===== config.mk =====
export PLATFORM = sky130hd
export DESIGN_NAME = positional_list_insert_delete
export DESIGN_NICKNAME = d
export VERILOG_FILES = /design/src/design/pli_pkg.sv /design/src/design/positional_list_insert_delete.sv
export SDC_FILE = /design/constraint.sdc
export NUM_CORES = 1
export LEC_CHECK = 0
export BUFFER_PORTS_ARGS = -buffer_cell sky130_fd_sc_hd__buf_2
export CAP_MARGIN = 10
export CORE_ASPECT_RATIO = 1.4
export CORE_MARGIN = 1.5
export CORE_UTILIZATION = 53
export DETAILED_ROUTE_END_ITERATION = 12
export PLACE_DENSITY = 0.75
export SYNTH_ARGS = -nofsm -noshare
export SYNTH_HDL_FRONTEND = slang
export SYNTH_SLANG_ARGS = --single-unit

===== constraint.sdc =====
create_clock -name clk -period 13 [get_ports clk]
set_clock_uncertainty 0.15 [all_clocks]
set_input_delay 0.65 -clock clk [delete_from_list [all_inputs] [get_ports clk]]
set_output_delay 0.65 -clock clk [all_outputs]
set_load 0.01 [all_outputs]

===== src/design/pli_pkg.sv =====
`timescale 1ns / 1ps
// ----------------------------------------------------------------------------
// Positional list package
// Shared widths, operation codes and status codes of the positional list.
// ----------------------------------------------------------------------------
package pli_pkg;

	localparam int CAPACITY_DEF = 16;
	localparam int VALUE_W      = 32;
	localparam int POS_W        = 8;
	localparam int COUNT_OUT_W  = 5;

	localparam logic FN_INSERT = 1'b0;
	localparam logic FN_DELETE = 1'b1;

	typedef enum logic [1:0] {
		ST_OK     = 2'd0,
		ST_BADPOS = 2'd1,
		ST_FULL   = 2'd2,
		ST_EMPTY  = 2'd3
	} status_t;

endpackage


===== src/design/positional_list_insert_delete.sv =====
`timescale 1ns / 1ps
// ----------------------------------------------------------------------------
// Positional list with insert and delete
// Ordered list of up to CAPACITY signed values held in a row of cells; every
// cell compares its own index with the request position and shifts in place.
// ----------------------------------------------------------------------------
// Usage:
//   A request (func, value, position) transfers at a rising edge with start
//   high and busy low. busy never rises, so a request may transfer in every
//   cycle. func selects insert (value goes to the 1-based position, later
//   entries move up) or delete (the entry at the position is removed, later
//   entries move down).
//   The request is registered, then decoded and applied to the cell row in
//   the next cycle; the result is registered there. done rises at the edge
//   after the request transfer and pulses for exactly one cycle, carrying
//   status, removed_value (zero unless a delete succeeded) and entry_count;
//   the result transfers at the edge that ends that cycle.
//   Throughput is one request per cycle, set by the in-place shift of the
//   cell row; back-to-back requests see each other's updates in order.
//   The receiver cannot stall: each result is valid for its single cycle.
//   Reset empties the list (count zero) and drops any request in flight;
//   cell contents are not cleared, since only filled cells are ever read.
// ----------------------------------------------------------------------------
module positional_list_insert_delete #(
	parameter int CAPACITY = pli_pkg::CAPACITY_DEF
) (
	input  logic                                   clk,
	input  logic                                   arst_n,
	input  logic                                   start,
	output logic                                   busy,
	input  logic                                   func,
	input  logic signed [pli_pkg::VALUE_W-1:0]     value,
	input  logic        [pli_pkg::POS_W-1:0]       position,
	output logic                                   done,
	output logic        [1:0]                      status,
	output logic signed [pli_pkg::VALUE_W-1:0]     removed_value,
	output logic        [pli_pkg::COUNT_OUT_W-1:0] entry_count
);

	localparam int CW   = $clog2(CAPACITY + 1);
	localparam int IW   = $clog2(CAPACITY);
	localparam int CMPW = ((CW > pli_pkg::POS_W) ? CW : pli_pkg::POS_W) + 1;

	logic                              valid_s1;
	logic                              func_s1;
	logic signed [pli_pkg::VALUE_W-1:0] value_s1;
	logic [pli_pkg::POS_W-1:0]         position_s1;

	logic [CW-1:0]                     count_q;
	logic signed [pli_pkg::VALUE_W-1:0] entry_q [CAPACITY];

	logic                              done_q;
	pli_pkg::status_t                  status_q;
	logic signed [pli_pkg::VALUE_W-1:0] removed_q;
	logic [pli_pkg::COUNT_OUT_W-1:0]   entry_count_q;

	logic [CMPW-1:0]                   pos_x;
	logic [CMPW-1:0]                   cnt_x;
	logic                              is_insert;
	pli_pkg::status_t                  status_d;
	logic                              do_ins;
	logic                              do_del;
	logic [CW-1:0]                     count_d;
	logic [IW-1:0]                     sel_idx;
	logic signed [pli_pkg::VALUE_W-1:0] removed_d;

	assign busy = 1'b0;

	always_ff @(posedge clk or negedge arst_n) begin
		if (!arst_n) begin
			valid_s1 <= 1'b0;
		end else begin
			valid_s1 <= start && !busy;
		end
	end

	always_ff @(posedge clk) begin
		if (start && !busy) begin
			func_s1     <= func;
			value_s1    <= value;
			position_s1 <= position;
		end
	end

	assign pos_x     = CMPW'(position_s1);
	assign cnt_x     = CMPW'(count_q);
	assign is_insert = (func_s1 == pli_pkg::FN_INSERT);
	assign sel_idx   = IW'(position_s1 - pli_pkg::POS_W'(1));

	always_comb begin
		if (is_insert) begin
			if (pos_x == '0) begin
				status_d = pli_pkg::ST_BADPOS;
			end else if (cnt_x >= CMPW'(CAPACITY)) begin
				status_d = pli_pkg::ST_FULL;
			end else if (pos_x > cnt_x + CMPW'(1)) begin
				status_d = pli_pkg::ST_BADPOS;
			end else begin
				status_d = pli_pkg::ST_OK;
			end
		end else begin
			if (cnt_x == '0) begin
				status_d = pli_pkg::ST_EMPTY;
			end else if (pos_x == '0 || pos_x > cnt_x) begin
				status_d = pli_pkg::ST_BADPOS;
			end else begin
				status_d = pli_pkg::ST_OK;
			end
		end
	end

	assign do_ins = valid_s1 && is_insert && (status_d == pli_pkg::ST_OK);
	assign do_del = valid_s1 && !is_insert && (status_d == pli_pkg::ST_OK);

	always_comb begin
		count_d = count_q;
		if (do_ins) begin
			count_d = count_q + CW'(1);
		end else if (do_del) begin
			count_d = count_q - CW'(1);
		end
	end

	assign removed_d = do_del ? entry_q[sel_idx] : '0;

	// Each cell picks its next value from its neighbors by its own index.
	for (genvar k = 0; k < CAPACITY; k++) begin : g_cell
		logic [CMPW-1:0]                   kx;
		logic signed [pli_pkg::VALUE_W-1:0] cell_d;
		logic signed [pli_pkg::VALUE_W-1:0] lower;
		logic signed [pli_pkg::VALUE_W-1:0] upper;

		assign kx = CMPW'(k + 1);

		if (k > 0) begin : g_lo
			assign lower = entry_q[k-1];
		end else begin : g_lo0
			assign lower = entry_q[k];
		end

		if (k < CAPACITY - 1) begin : g_hi
			assign upper = entry_q[k+1];
		end else begin : g_hi0
			assign upper = entry_q[k];
		end

		always_comb begin
			cell_d = entry_q[k];
			if (do_ins) begin
				if (kx == pos_x) begin
					cell_d = value_s1;
				end else if (kx > pos_x) begin
					cell_d = lower;
				end
			end else if (do_del) begin
				if (kx >= pos_x) begin
					cell_d = upper;
				end
			end
		end

		always_ff @(posedge clk) begin
			entry_q[k] <= cell_d;
		end
	end

	always_ff @(posedge clk or negedge arst_n) begin
		if (!arst_n) begin
			count_q <= '0;
			done_q  <= 1'b0;
		end else begin
			count_q <= count_d;
			done_q  <= valid_s1;
		end
	end

	always_ff @(posedge clk) begin
		if (valid_s1) begin
			status_q      <= status_d;
			removed_q     <= removed_d;
			entry_count_q <= pli_pkg::COUNT_OUT_W'(count_d);
		end
	end

	assign done          = done_q;
	assign status        = status_q;
	assign removed_value = removed_q;
	assign entry_count   = entry_count_q;

	a_count_bound: assert property (@(posedge clk) disable iff (!arst_n)
		CMPW'(count_q) <= CMPW'(CAPACITY))
		else $error("list count exceeds capacity");

	a_done_follows: assert property (@(posedge clk) disable iff (!arst_n)
		valid_s1 |=> done)
		else $error("registered request produced no result");

	a_ins_count: assert property (@(posedge clk) disable iff (!arst_n)
		do_ins |=> count_q == $past(count_q) + CW'(1))
		else $error("insert did not advance count");

	a_reject_hold: assert property (@(posedge clk) disable iff (!arst_n)
		(valid_s1 && status_d != pli_pkg::ST_OK) |=> count_q == $past(count_q))
		else $error("rejected request changed count");

	a_removed_zero: assert property (@(posedge clk) disable iff (!arst_n)
		(done && removed_value != '0) |-> status == pli_pkg::ST_OK)
		else $error("removed value on failed request");

endmodule


==> metrics.md <==
| Metric | Value |
|---|---|
| Status | finished, final reports clean |
| Syn avg cell area | 13.6 sq um |
| Hold Vio Cnt, Final | 0 |
| Slew at the pin closest to its max-slew limit | 1.17 ns |
| Initial core utilization | 0.538 |
| HPWL after DPL | 51,400 microns |
| Max Cap Viol | 0 |
| Share of cells above drive strength 1 | 0.266 |
| Fmax | 155 MHz |
| Chip width | 217 microns |
| Xor/xnor cell area share of the yosys netlist | 0.00206 |
| Total track usage | 0.291 |
| Nets | 2,494 |
| Via count | 22,900 |
| FP Rows | 109 |
| Antenna Cells | 0 |
| Ys flop type | edfxtp_1 |
| Vias/cell | 6.92 |
| LEAKAGE | 13.3 nW |
| WS Path Type | register to register |
| CTS tree | yes |
| Commonest non-fill, non-tap cell in the layout | edfxtp_1 |
| EDFF count, synth | 592 |
| Synthesized-area fraction occupied by adder cells | 0.00589 |
| Avg WL per Cell | 28.8 microns |
| Arr. time, crit path | 6.69 ns |
| Hold Path Class | input port to register |
| Tmin final | 6.45 ns |
| Worst hold slack | 0.0379 ns |
| Setup violators final | 0 |
| Initial antenna violation count | 0 |
| CTS Buf Count | 58 |
| Port bufs | 83 |
| Gate count of the mapped netlist | 2,496 |
| GRT Residual Overflow | 0 |
| Combinational family with the most area after synthesis | multiplexers |
| Top Ports | 85 |
| CP required | 13.23 ns |
| Unrepaired setup endpoints after global routing | no |
| Die height | 303 microns |
| Largest net degree at the start of global routing | 212 |
| Total Power | 4.44 mW |
| Clk buf depth | 3 |
| Clk pin slew, worst setup/hold paths | 0.07 ns |
| CP Launch Type | register |
| Placed cells | 3,205 |
| Global-route wire length before repair | 145,000 microns |
| Die ar. | 0.0657 sq mm |
| Hold Crit Depth | 1 |
| Pwr dens | 121 mW/mm^2 |
| Setup Fix Bufs, Post-CTS | 0 |
| Initial DRC count | 2,537 |
| Slew headroom | 0.221 |
| CTS root buffer | clkbuf_16 |
| Crit. End Element | register |
| Post-synthesis simple-gate area fraction | 0.0176 |
| Register area | 0.0180 sq mm |
| Max FO, Critical Path | 85 |
| Post-CTS Resized | 0 |
| Post-CTS Hold Fix Bufs | 1 |
| Number of global-route vias before repair | 23,300 |
| TNS Setup | 0 ns |
| Antenna Nets Post-Route | 0 |
| Compound-Gate Fraction of Synth Area | 0.107 |
| Synth Warn # | 0 |
| Layout Area Growth over Synthesis | 7.93% |
| Htree depth | 2 |
| Cell Count, Final, Fillers Out | 3,309 |
| DRT Pass-1 Iters | 6 |
| Fillers | 5,025 |
| Core Region | 0.0633 sq mm |
| Yosys cell types | 55 |
| Fin. max-slew vios | 0 |
| Multi-input logic area | 0.0151 sq mm |
| R2R setup slack | 6.55 ns |
| Clk_lat worst skew | 0.64 ns |
| Peak supply drop | 0.000109 V |
| Sink Count | 599 |
| Part of the cycle the worst path needs | 0.496 |
| Mux share of post-synthesis cell area | 0.305 |
| Most frequent cells in the layout | edfxtp_1, o21ai_0, mux2i_1 |
| DRT Wirelength | 95,400 microns |
| Reg2reg path depth | 11 |
| Sequential element share of the synthesized area | 0.528 |
| Synth async-reset ratio | 0.0117 |
| Cell Area, Synth | 0.0340 sq mm |
| Post-synthesis register bit count | 599 |
| Post-synth net total | 2,556 |
| # DRC | 0 |
| Routability Congestion | 0.831 |
| Post-synth top area share | 0.523 |
| Leading area contributor after synthesis | edfxtp_1 |
| Top cells by area, synth | edfxtp_1, mux2i_1, mux2_2 |
-- registers in the layout, summed over array words and instances (netlist names) --
name           flops
count_q            5
done               1
entry_count        5
entry_q          512
func_s1            1
position_s1        8
removed_value     32
status             2
valid_s1           1
value_s1          32
-- Yosys cell counts (19+ instances only) --
cell type and n:
edfxtp_1 592, o21ai_0 547, mux2i_1 323, mux2_2 272
clkbuf_1 154, mux4_2 128, mux2_1 107, a211oi_1 66
buf_2 47, o21ai_1 44, nor2b_1 35, buf_1 27
buf_4 19
-- layout make-up --
class                      count  area share
multi-input combinational   1631       0.411
timing repair buffer         132      0.0224
inverter                      12     0.00123
clock buffer                  72      0.0415
sequential                   599       0.489
tap                          832      0.0284
clock inverter                31     0.00624
-- critical path, cell delays in order (launching register included) --
cell and delay [ns]:
edfxtp_1 0.32, buf_4 0.62, inv_1 0.35, ha_4 0.30, nor3b_1 0.17, nand2_1 0.22, nand3_4 0.74, nor2_4 0.29
buf_4 0.79, buf_4 0.79, buf_4 0.81, mux2_2 0.42
-- cell families after synthesis --
logic type | Yosys count
AO/OA/AOI/OAI | 680
XOR/XNOR | 8
adder cells (fa/ha/maj) | 16
buffers and inverters | 266
flip-flops | 599
multiplexers | 830
other | 1
AND/OR/NAND/NOR | 96
-- routing by layer --
layer  wire (microns)  GRT usage
met1            35000      0.355
met2            48200      0.506
met3             7260     0.0453
met4             4990      0.143
met5                0          0
-- metrics by stage --
| stage | setup WS (ns) | instance area, sq um | util |
|---|---|---|---|
| 6_report | 6.55 | 36700 | 0.580 |
| 5_1_grt | 6.28 | 36700 | 0.580 |
| 4_1_cts | 6.63 | 36700 | 0.580 |
| 3_5_place_dp | 6.65 | 34900 | 0.552 |
| 3_3_place_gp | 6.76 | 34900 | 0.552 |
| 2_1_floorplan | 7.16 | 34000 | - |
-- worst paths after layout --
path | from | end
hold / removal | value[24] | value_s1[24]
hold reg to reg | count_q[3] | count_q[3]
max in group asynchronous | arst_n | valid_s1
min in group asynchronous | arst_n | count_q[1]
setup / recovery | position_s1[0] | entry_q[6][9]
setup reg to reg | position_s1[0] | entry_q[6][9]
-- report_power, final --
| part | switching [mW] | internal (mW) | total, mW |
|---|---|---|---|
| Sequential | 0.0554 | 2.16 | 2.21 |
| Clock | 0.751 | 0.886 | 1.64 |
| Combinational | 0.376 | 0.220 | 0.596 |
No activity file was read; power rests on OpenSTA's default activity.
